`src/hdl/rsq_pkg.sv`:
```
// Package: shared widths, request codes, controller state and control structs
`default_nettype none
package rsq_pkg;

    // Field widths of the request and response channels
    localparam int POS_W  = 11;
    localparam int DATA_W = 32;

    // Default number of stored positions
    localparam int DEPTH_DEFAULT = 1024;

    // Request modes
    localparam logic MODE_WRITE = 1'b0;
    localparam logic MODE_QUERY = 1'b1;

    // Controller states
    typedef enum logic [1:0] {
        ST_IDLE,
        ST_SCAN,
        ST_DRAIN,
        ST_RESULT
    } state_t;

    // Commands from controller to datapath
    typedef struct packed {
        logic write;    // store value at position
        logic load;     // latch query bounds and threshold, clear best
        logic issue;    // read the current position, advance pointer
        logic publish;  // move best into the output register
    } cmd_t;

    // Status from datapath to controller
    typedef struct packed {
        logic empty;    // clipped range of the incoming query is empty
        logic last;     // pointer sits on the last position of the range
        logic out_busy; // output register holds a response not yet taken
    } status_t;

endpackage
`default_nettype wire

```
`src/hdl/rsq_ctrl.sv`:
```
// Controller: sequences writes, range scans and response hand-off
`default_nettype none
module rsq_ctrl
(
    input  wire logic            clk,
    input  wire logic            rst_n,
    input  wire logic            in_valid,
    input  wire logic            mode,
    output logic                 in_ready,
    input  wire rsq_pkg::status_t status,
    output rsq_pkg::cmd_t        cmd
);

    rsq_pkg::state_t state_reg;
    rsq_pkg::state_t state_next;

    // State register
    always_ff @(posedge clk or negedge rst_n)
    begin
        if (!rst_n)
        begin
            state_reg <= rsq_pkg::ST_IDLE;
        end
        else
        begin
            state_reg <= state_next;
        end
    end

    // Next state and commands
    always_comb
    begin
        state_next  = state_reg;
        cmd         = '0;
        in_ready    = 1'b0;
        unique case (state_reg)
            rsq_pkg::ST_IDLE:
            begin
                in_ready = 1'b1;
                if (in_valid)
                begin
                    if (mode == rsq_pkg::MODE_WRITE)
                    begin
                        cmd.write = 1'b1;
                    end
                    else
                    begin
                        cmd.load   = 1'b1;
                        // an empty range skips the scan entirely
                        state_next = status.empty ? rsq_pkg::ST_RESULT : rsq_pkg::ST_SCAN;
                    end
                end
            end
            rsq_pkg::ST_SCAN:
            begin
                cmd.issue = 1'b1;
                if (status.last)
                begin
                    state_next = rsq_pkg::ST_DRAIN;
                end
            end
            rsq_pkg::ST_DRAIN:
            begin
                // last read word is compared this cycle
                state_next = rsq_pkg::ST_RESULT;
            end
            rsq_pkg::ST_RESULT:
            begin
                if (!status.out_busy)
                begin
                    cmd.publish = 1'b1;
                    state_next  = rsq_pkg::ST_IDLE;
                end
            end
            default:
            begin
                state_next = rsq_pkg::ST_IDLE;
            end
        endcase
    end

endmodule
`default_nettype wire

```
`config.mk`:
```
export PLATFORM = sky130hd
export DESIGN_NAME = rsq_ctrl
export DESIGN_NICKNAME = d
export VERILOG_FILES = /design/src/hdl/rsq_pkg.sv /design/src/hdl/rsq_ctrl.sv
export SDC_FILE = /design/constraint.sdc
export NUM_CORES = 1
export LEC_CHECK = 0
export ABC_AREA = 1
export ABC_CLOCK_PERIOD_IN_PS = 1420
export BUFFER_PORTS_ARGS = -buffer_cell sky130_fd_sc_hd__buf_2
export CAP_MARGIN = 20
export CORE_AREA = 2 2 39 41
export CTS_BUF_LIST = sky130_fd_sc_hd__clkbuf_4 sky130_fd_sc_hd__clkbuf_8
export DETAILED_ROUTE_END_ITERATION = 6
export DIE_AREA = 0 0 41 43
export PLACE_DENSITY_LB_ADDON = 0.25
export SYNTH_ARGS = -nofsm -noshare
export SYNTH_HDL_FRONTEND = slang
export SYNTH_SLANG_ARGS = --single-unit
```
`constraint.sdc`:
```
create_clock -name clk -period 1.42 [get_ports clk]
set_input_delay 0.213 -clock clk [delete_from_list [all_inputs] [get_ports clk]]
set_output_delay 0.213 -clock clk [all_outputs]
set_load 0.01 [all_outputs]
```
# == After elaboration in Yosys (flattened, before gate mapping) ==
# Cells that the tools add are included.
# op_classes
n_reduce_logical,2
n_eq_ne,7
n_mux,14
# ops
cell,count
2-to-1 mux 2 bit,7
"inequality test 2 bit, second input constant",4
one-hot mux 2 bit (4 select lines),1
2-to-1 mux 1 bit,6
"== test 2 bit, second input constant",2
AND reduction 4 bit,1
"== test 2 x 1 -> 1 bit, second input constant",1
zero test 2 bit,1
# totals
out_inout_bits,5
in_bits,7
ff_bits,2

# == Depth between registers and ports, before layout ==
# Gate-level depths: netlist of the first run.
# depth
depth_word,4
depth_mapped,7
ltp_nobuf,7

# == Worst setup path before layout of the first run ==
# No wires, ideal clock.
# synth_path
path_type,reg2out
start,reg state_reg[0]
end,out cmd[2] (netlist bit)
t_arrival_ps,996
path_stages_with_launch,5
required_ps,1207
path_slack_ps,211
path_cell_list,dfrtp_1 inv_1 ha_1 inv_2 nor2_1
# synth_lines
element,line,text
from (decl),rsq_ctrl.sv:14,rsq_pkg::state_t state_reg;
from (signal assigned),rsq_ctrl.sv:22,state_reg <= rsq_pkg::ST_IDLE;
from (signal assigned),rsq_ctrl.sv:26,state_reg <= state_next;
to (decl),rsq_ctrl.sv:11,output rsq_pkg::cmd_t cmd

==> results by group, run 1 <==
Clock network
  – CTS sink count: 2
  – Setup bufs post-CTS: 0
  – H-tree depth: 1
  – Clk root buf: clkbuf_4
  – CTS tree: done
  – Clock slew at reported path FFs: 30 ps
  – Num CTS Buffers: 3
  – CTS max path bufs: 2
  – Worst-Skew Late Latency: about 220 ps

Setup path
  – Top cell by count, worst path: inv_2
  – Slowest stage delay, CP: 410 ps
  – Crit Path Max Fanout: 5
  – Worst setup SP type: flip-flop
  – Worst EP arrival: 1130 ps
  – Worst r2r dst: state_reg[1]
  – R2r worst-path depth: 7
  – Slowest stage cell, crit path: dfrtp_1
  – Crit path from: state_reg[1]
  – Worst Setup End Kind: primary output
  – Worst setup path class: reg -> out
  – Crit Reg-Reg Startpoint: state_reg[1]
  – Critical Path RT: 1210 ps
  – Worst path cell trace: inv_2 > ha_4 > inv_2 > nor2_1 > buf_2
  – Reg2reg setup slack: 330 ps

Timing
  – Max Transition Viols Final: 0
  – Worst-margin pin slew: 149.1 ps
  – RSZ-0062 raised after global routing: yes
  – Setup_tns: 0 ps
  – Period utilization: 0.9493
  – Final Hold Fails: 0
  – Final Skew: slightly below 0.7 ps
  – Final worst setup slack: 72.03 ps
  – Setup Viol. Count Final: 0
  – Worst slew margin: 0.9006
  – Max Fclk: 741.9 MHz
  – Post-layout min period: 1348 ps

Worst hold path
  – Hold WC Path Type: in -> async

Power
  – Peak supply drop: 559.1 uV
  – Sw frac: 0.4539
  – Seq pwr share: 0.181
  – Share of total power in the clock network: 0.185
  – Tot Pwr: 0.6808 mW
  – Pwr dens: 1979 mW/mm2
  – Net Sw Power: 0.3090 mW
  – Power Internal: 0.3718 mW
  – Logic gate share of total power: 0.635
  – Leak: 0.2112 nW

Yosys
  – Adder-Cell Fraction of Synth Area: 0.2235
  – Warnings, synthesis: 0
  – Synth Instances: 35
  – Synth Area in XOR/XNOR: 0
  – Syn nets: 46
  – Simple-Gate Fraction of Synth Area: 0.4190
  – Synth Area in Compound Gates: 0
  – Yosys cell types: 10
  – Largest family of logic cells by synthesized area: simple AND/OR/NAND/NOR gates
  – Synth Register Bits: 2
  – Post-synthesis mux area share: 0
  – Seq/Total Area, Yosys: 0.2235
  – Synthesized area per cell: 6.399 um2
  – Netlist Area Pre-Place: 224.0 um2

Cells and area
  – FF+latch area: ~50 um2
  – FILL cells: approximately 160
  – Share of cells above drive strength 1: 0.4200
  – Layout Nets: 63
  – Multi-input logic area: 156.4 um2
  – Most frequent cells in the layout: nand2_1 (11), buf_2 (11), nor2_1 (5), inv_1 (5)
  – Area growth, synth to finish: 53.63%
  – Largest register FFs: 2
  – Post-route insts no fill: 66
  – Diode count: 0

Global routing
  – Met3 Use GR: 0.03141
  – Met1 usage: 0.07443
  – Initial antenna violation count: 0
  – Total global-route track usage: 0.07948
  – Layer with the highest usage: met2
  – Met2 usage: 0.1094
  – Number of global-route vias before repair: 234
  – Largest net degree at the start of global routing: 6
  – Global-route wire length before repair: 834 um
  – Gr ovfl total: 0

Routing
  – WL per Instance: between 6 and 7 um
  – Initial DRC count: 0
  – DR vias: about 230
  – DR pass1 iterations: 1
  – DRC Markers: 0
  – Vias/cell: 3.409
  – Antenna-violating nets left: 0
  – Total length of routed wires: 458 um

Job
  – Max-cap viol count: 0

Floorplan
  – # IOs: 12
  – Die Height: 43 um
  – Die Wd: 41 um
  – Core footprint: 0.001384 mm2
  – Initial core utilization: 0.1618
  – # rows: 14
  – DIE AREA: 0.001763 mm2

Status
  – Outcome: completed

Place
  – Pre-CTS setup slack: 171.2 ps
  – Final HPWL DP: 379.7 um
  – GP Congestion: 0.6775
  – Port Buffers: 11
  – Inst Count DP: 62
how the worst max path moves through the flow:
stage	endpoint	slack [ps]
floorplan	cmd[2]	210
global placement	cmd[2]	190
detailed placement	cmd[2]	170
CTS	cmd[2]	6
global route	cmd[2]	-30
finish	cmd[2]	70
layer usage:
layer | share of wire | wire length [um]
met4 | 0 | 0
met2 | 0.56 | 257
met3 | 0.024 | 11
met5 | 0 | 0
met1 | 0.41 | 189
through the flow:
stage / cell area [um2] / util / hold WS (ps)
global placement: 299.0 / 0.2161 / -0.4692
detailed placement: 299.0 / 0.2161 / -0.9042
floorplan: 224.0 / - / -82.59
finish: 344.1 / 0.2486 / 305.8
global route: 344.1 / 0.2486 / 297.6
CTS: 344.1 / 0.2486 / 283.7
cells by family (layout without fill, tap and decap cells):
| group | count (synthesis) | in the layout |
|---|---|---|
| simple gates | 21 | 21 |
| buf+inv | 8 | 23 |
| flops | 2 | 2 |
| fa+ha+maj | 4 | 4 |
area by class of cell:
| class | count | share of cell area |
|---|---|---|
| tap | 16 | 0.05818 |
| inverter | 8 | 0.08727 |
| timing repair buffer | 12 | 0.1891 |
| sequential | 2 | 0.1455 |
| clock buffer | 3 | 0.06545 |
| multi-input combinational | 25 | 0.4545 |
power by group through the flow:
| stage | combinational (mW) | sequential, mW | clock [mW] |
|---|---|---|---|
| floorplan | 0.298 | 0.113 | 0 |
| global placement | 0.407 | 0.119 | 0 |
| detailed placement | 0.399 | 0.120 | 0 |
| CTS | 0.442 | 0.122 | 0.138 |
| global route | 0.510 | 0.133 | 0.144 |
| finish | 0.432 | 0.123 | 0.126 |
synthesized netlist by cell type:
cell type,number,area share
dfrtp_1,2,0.22
nand4_1,1,0.028
inv_1,7,0.12
nor2_1,5,0.084
ha_1,4,0.22
nand2_2,2,0.056
inv_2,1,0.017
nand2_1,11,0.18
nand3_1,1,0.022
nand3_2,1,0.045
repair_timing:
item                                    CTS  global route
hold buffers                              1             0
gates resized for setup                   3             1
gates cloned                              0             0
hold endpoints to repair                  2             0
pin swaps                                 0             2
endpoints found under the setup margin    2             2
worst max-delay path, delay by kind of cell (launching register included):
family        cells  cell delay, ps
buf+inv           3             270
fa+ha+maj         1             160
simple gates      1              70
flops             1             410
Note: power is estimated with default switching activity, not from simulation.
==> run 2: changes to the inputs <==
GPL_TIMING_DRIVEN = 0   (was unset)
PLACE_DENSITY_LB_ADDON = unset   (was 0.25)
==> run 2 against run 1 <==
Against the previous run: clock skew is essentially flat; highest routed layer unchanged; design area increased by 7.3%; global-route usage fell by 1.4 points; utilization grew 1.8 points; largest power group unchanged; sequential share of layout area shrank 0.99 points; count of clock-buffer cells in the layout did not move; critical endpoint unchanged; critical path depth unchanged.
==> results by group, run 2 (synthesis gave the netlist of run 1 again) <==
Status
  – Outcome: completed

Timing
  – Hold_ws: 302.2 ps (-3.657 ps)
  – Worst-margin pin slew: 157.2 ps (+8.133 ps)
  – Post-layout min period: 1359 ps (+11.08 ps)
  – Setup_tns: 0 ps (unchanged)
  – Worst slew margin: 0.8952 (-0.005422)
  – Period utilization: 0.9571 (+0.007800)
  – RSZ-0062 raised after global routing: yes
  – Final Skew: 0.9741 ps (+0.2937 ps)
  – Max Fclk: 735.8 MHz (-0.81%)
  – Final Hold Fails: 0 (unchanged)
  – Max Transition Viols Final: 0 (unchanged)
  – Setup Viol. Count Final: 0 (unchanged)

Power
  – Share of total power in the clock network: 0.163 (-0.022)
  – Net Sw Power: 0.3304 mW (+6.9%)
  – Peak supply drop: 600.1 uV (+7.3%)
  – Tot Pwr: 0.7557 mW (+11%)
  – Logic gate share of total power: 0.672 (+0.037)
  – Power Internal: 0.4253 mW (+14%)
  – Seq pwr share: 0.165 (-0.016)
  – Sw frac: 0.4372 (-0.01673)
  – Pwr dens: 2047 mW/mm2 (+3.5%)
  – Leak: 0.2244 nW (+6.3%)

Place
  – GP Congestion: 0.6392 (-5.7%)
  – Placement Cell Area: 299.0 um2 (unchanged)
  – Final HPWL DP: 382.6 um (+0.76%)
  – Port Buffers: 11 (unchanged)
  – Inst Count DP: 62 (unchanged)

Setup path
  – Worst r2r dst: state_reg[1]
  – Crit Path Max Fanout: 4 (-1)
  – Critical Path RT: 1210 ps (about the same)
  – Worst setup path class: reg -> out
  – R2r worst-path depth: 8 (+1)
  – Worst setup SP type: flip-flop
  – Reg2reg setup slack: 220 ps (-110 ps)
  – Worst Setup End Kind: primary output
  – Worst EP arrival: 1150 ps (+20 ps)
  – Crit Reg-Reg Startpoint: state_reg[1]

Job
  – Max-cap viol count: 0 (unchanged)

Routing
  – Total length of routed wires: 496 um (+8.3%)
  – DR pass1 iterations: 2 (+1)
  – DR vias: 250 (+11%)
  – Antenna-violating nets left: 0 (unchanged)
  – DRC Markers: 0 (unchanged)
  – Vias/cell: 3.623 (+6.3%)
  – Initial DRC count: 2 (+2)
  – WL per Instance: 7.188 um (+3.6%)

Cells and area
  – Layout Nets: 66 (+4.8%)
  – Most frequent cells in the layout: nand2_1 (11), buf_2 (11), nor2_1 (5), inv_1 (5)
  – Share of cells above drive strength 1: 0.4717 (+0.05170)
  – Area growth, synth to finish: 64.80%
  – Post-route insts no fill: 69 (+4.5%)
  – Largest register FFs: 2 (unchanged)
  – Final instance area: 369.1 um2 (+7.3%)
  – Diode count: 0 (unchanged)

Clock network
  – Num CTS Buffers: 3 (unchanged)
  – Clock slew at reported path FFs: 30 ps (about the same)
  – CTS tree: done
  – Worst-Skew Late Latency: 220 ps (about the same)
  – CTS max path bufs: 2 (unchanged)
  – Clk root buf: clkbuf_4
  – H-tree depth: 1 (unchanged)
  – CTS sink count: 2 (unchanged)

Floorplan
  – # rows: 14 (unchanged)
  – Die Wd: 41 um (unchanged)
  – # IOs: 12 (unchanged)
  – Initial core utilization: 0.1618 (unchanged)
  – Die Height: 43 um (unchanged)
  – DIE AREA: 0.001763 mm2 (unchanged)
  – Core footprint: 0.001384 mm2 (unchanged)

Global routing
  – Initial antenna violation count: 0 (unchanged)
  – Gr ovfl total: 0 (unchanged)
  – Global-route wire length before repair: 724 um (-13%)
  – Largest net degree at the start of global routing: 6 (unchanged)
  – Total global-route track usage: 0.06526 (-0.01422)
  – Number of global-route vias before repair: 217 (-7.3%)

Worst hold path
  – Hold WC Path Type: in -> async
## run 2: cell types whose count changed in the layout (fill, tap and decap cells not counted)
cell / previous run / this run
ha_1: 3 / 2
ha_2: 0 / 1
buf_4: 0 / 3
## run 2: worst max-delay path, cell delays in order, from the launching register on
cell	delay (ps)
dfrtp_1	410
inv_2	100
ha_4	150
inv_2	40
nor2_1	90
buf_2	130
## run 2: power groups by stage
stage	clock network, mW	registers [mW]	logic, mW
CTS	0.134	0.123	0.453
global route	0.135	0.131	0.572
detailed placement	0	0.122	0.407
finish	0.123	0.125	0.508
floorplan	0	0.113	0.298
global placement	0	0.118	0.390
## run 2: how the worst max path moves through the flow
stage,start,to,slack [ps],cells past startpoint
after CTS,state_reg[1],cmd[2],5,5
after global routing,state_reg[1],cmd[3],-10,5
after global placement,state_reg[0],cmd[2],180,5
after detailed placement,state_reg[0],cmd[2],150,5
after floorplan,state_reg[0],cmd[2],210,4
final,state_reg[1],cmd[2],60,5
## run 2: final cells by class
type                            instances  area, um2
Clock buffer                            3      22.52
Fill cell                             163       1015
Inverter                                8      30.03
Multi-Input combinational cell         25      158.9
Sequential cell                         2      50.05
Tap cell                               16      20.02
Timing Repair Buffer                   15      87.58
## run 2: routing by layer
layer,part of all wire,global-route usage,up-vias
met5,0,0,-
met4,0,0.08000,0
li1,-,-,139
met3,0.073,0.01571,0
met1,0.41,0.06431,103
met2,0.51,0.09375,8
## run 2: repair_timing
action | CTS | global route
resized for setup | 3 | 2
setup buffers | 0 | 3
pin swaps | 0 | 1
endpoints found under the setup margin | 2 | 2
endpoints found under the hold margin | 2 | 0
hold buffers | 1 | 0
## run 2: per-stage QoR
step | setup WS [ps] | util
after global placement | 184.3 | 0.2161
after CTS | 5.255 | 0.2486
final | 60.95 | 0.2667
after global routing | -12.36 | 0.2667
after floorplan | 210.8 | -
after detailed placement | 153.1 | 0.2161
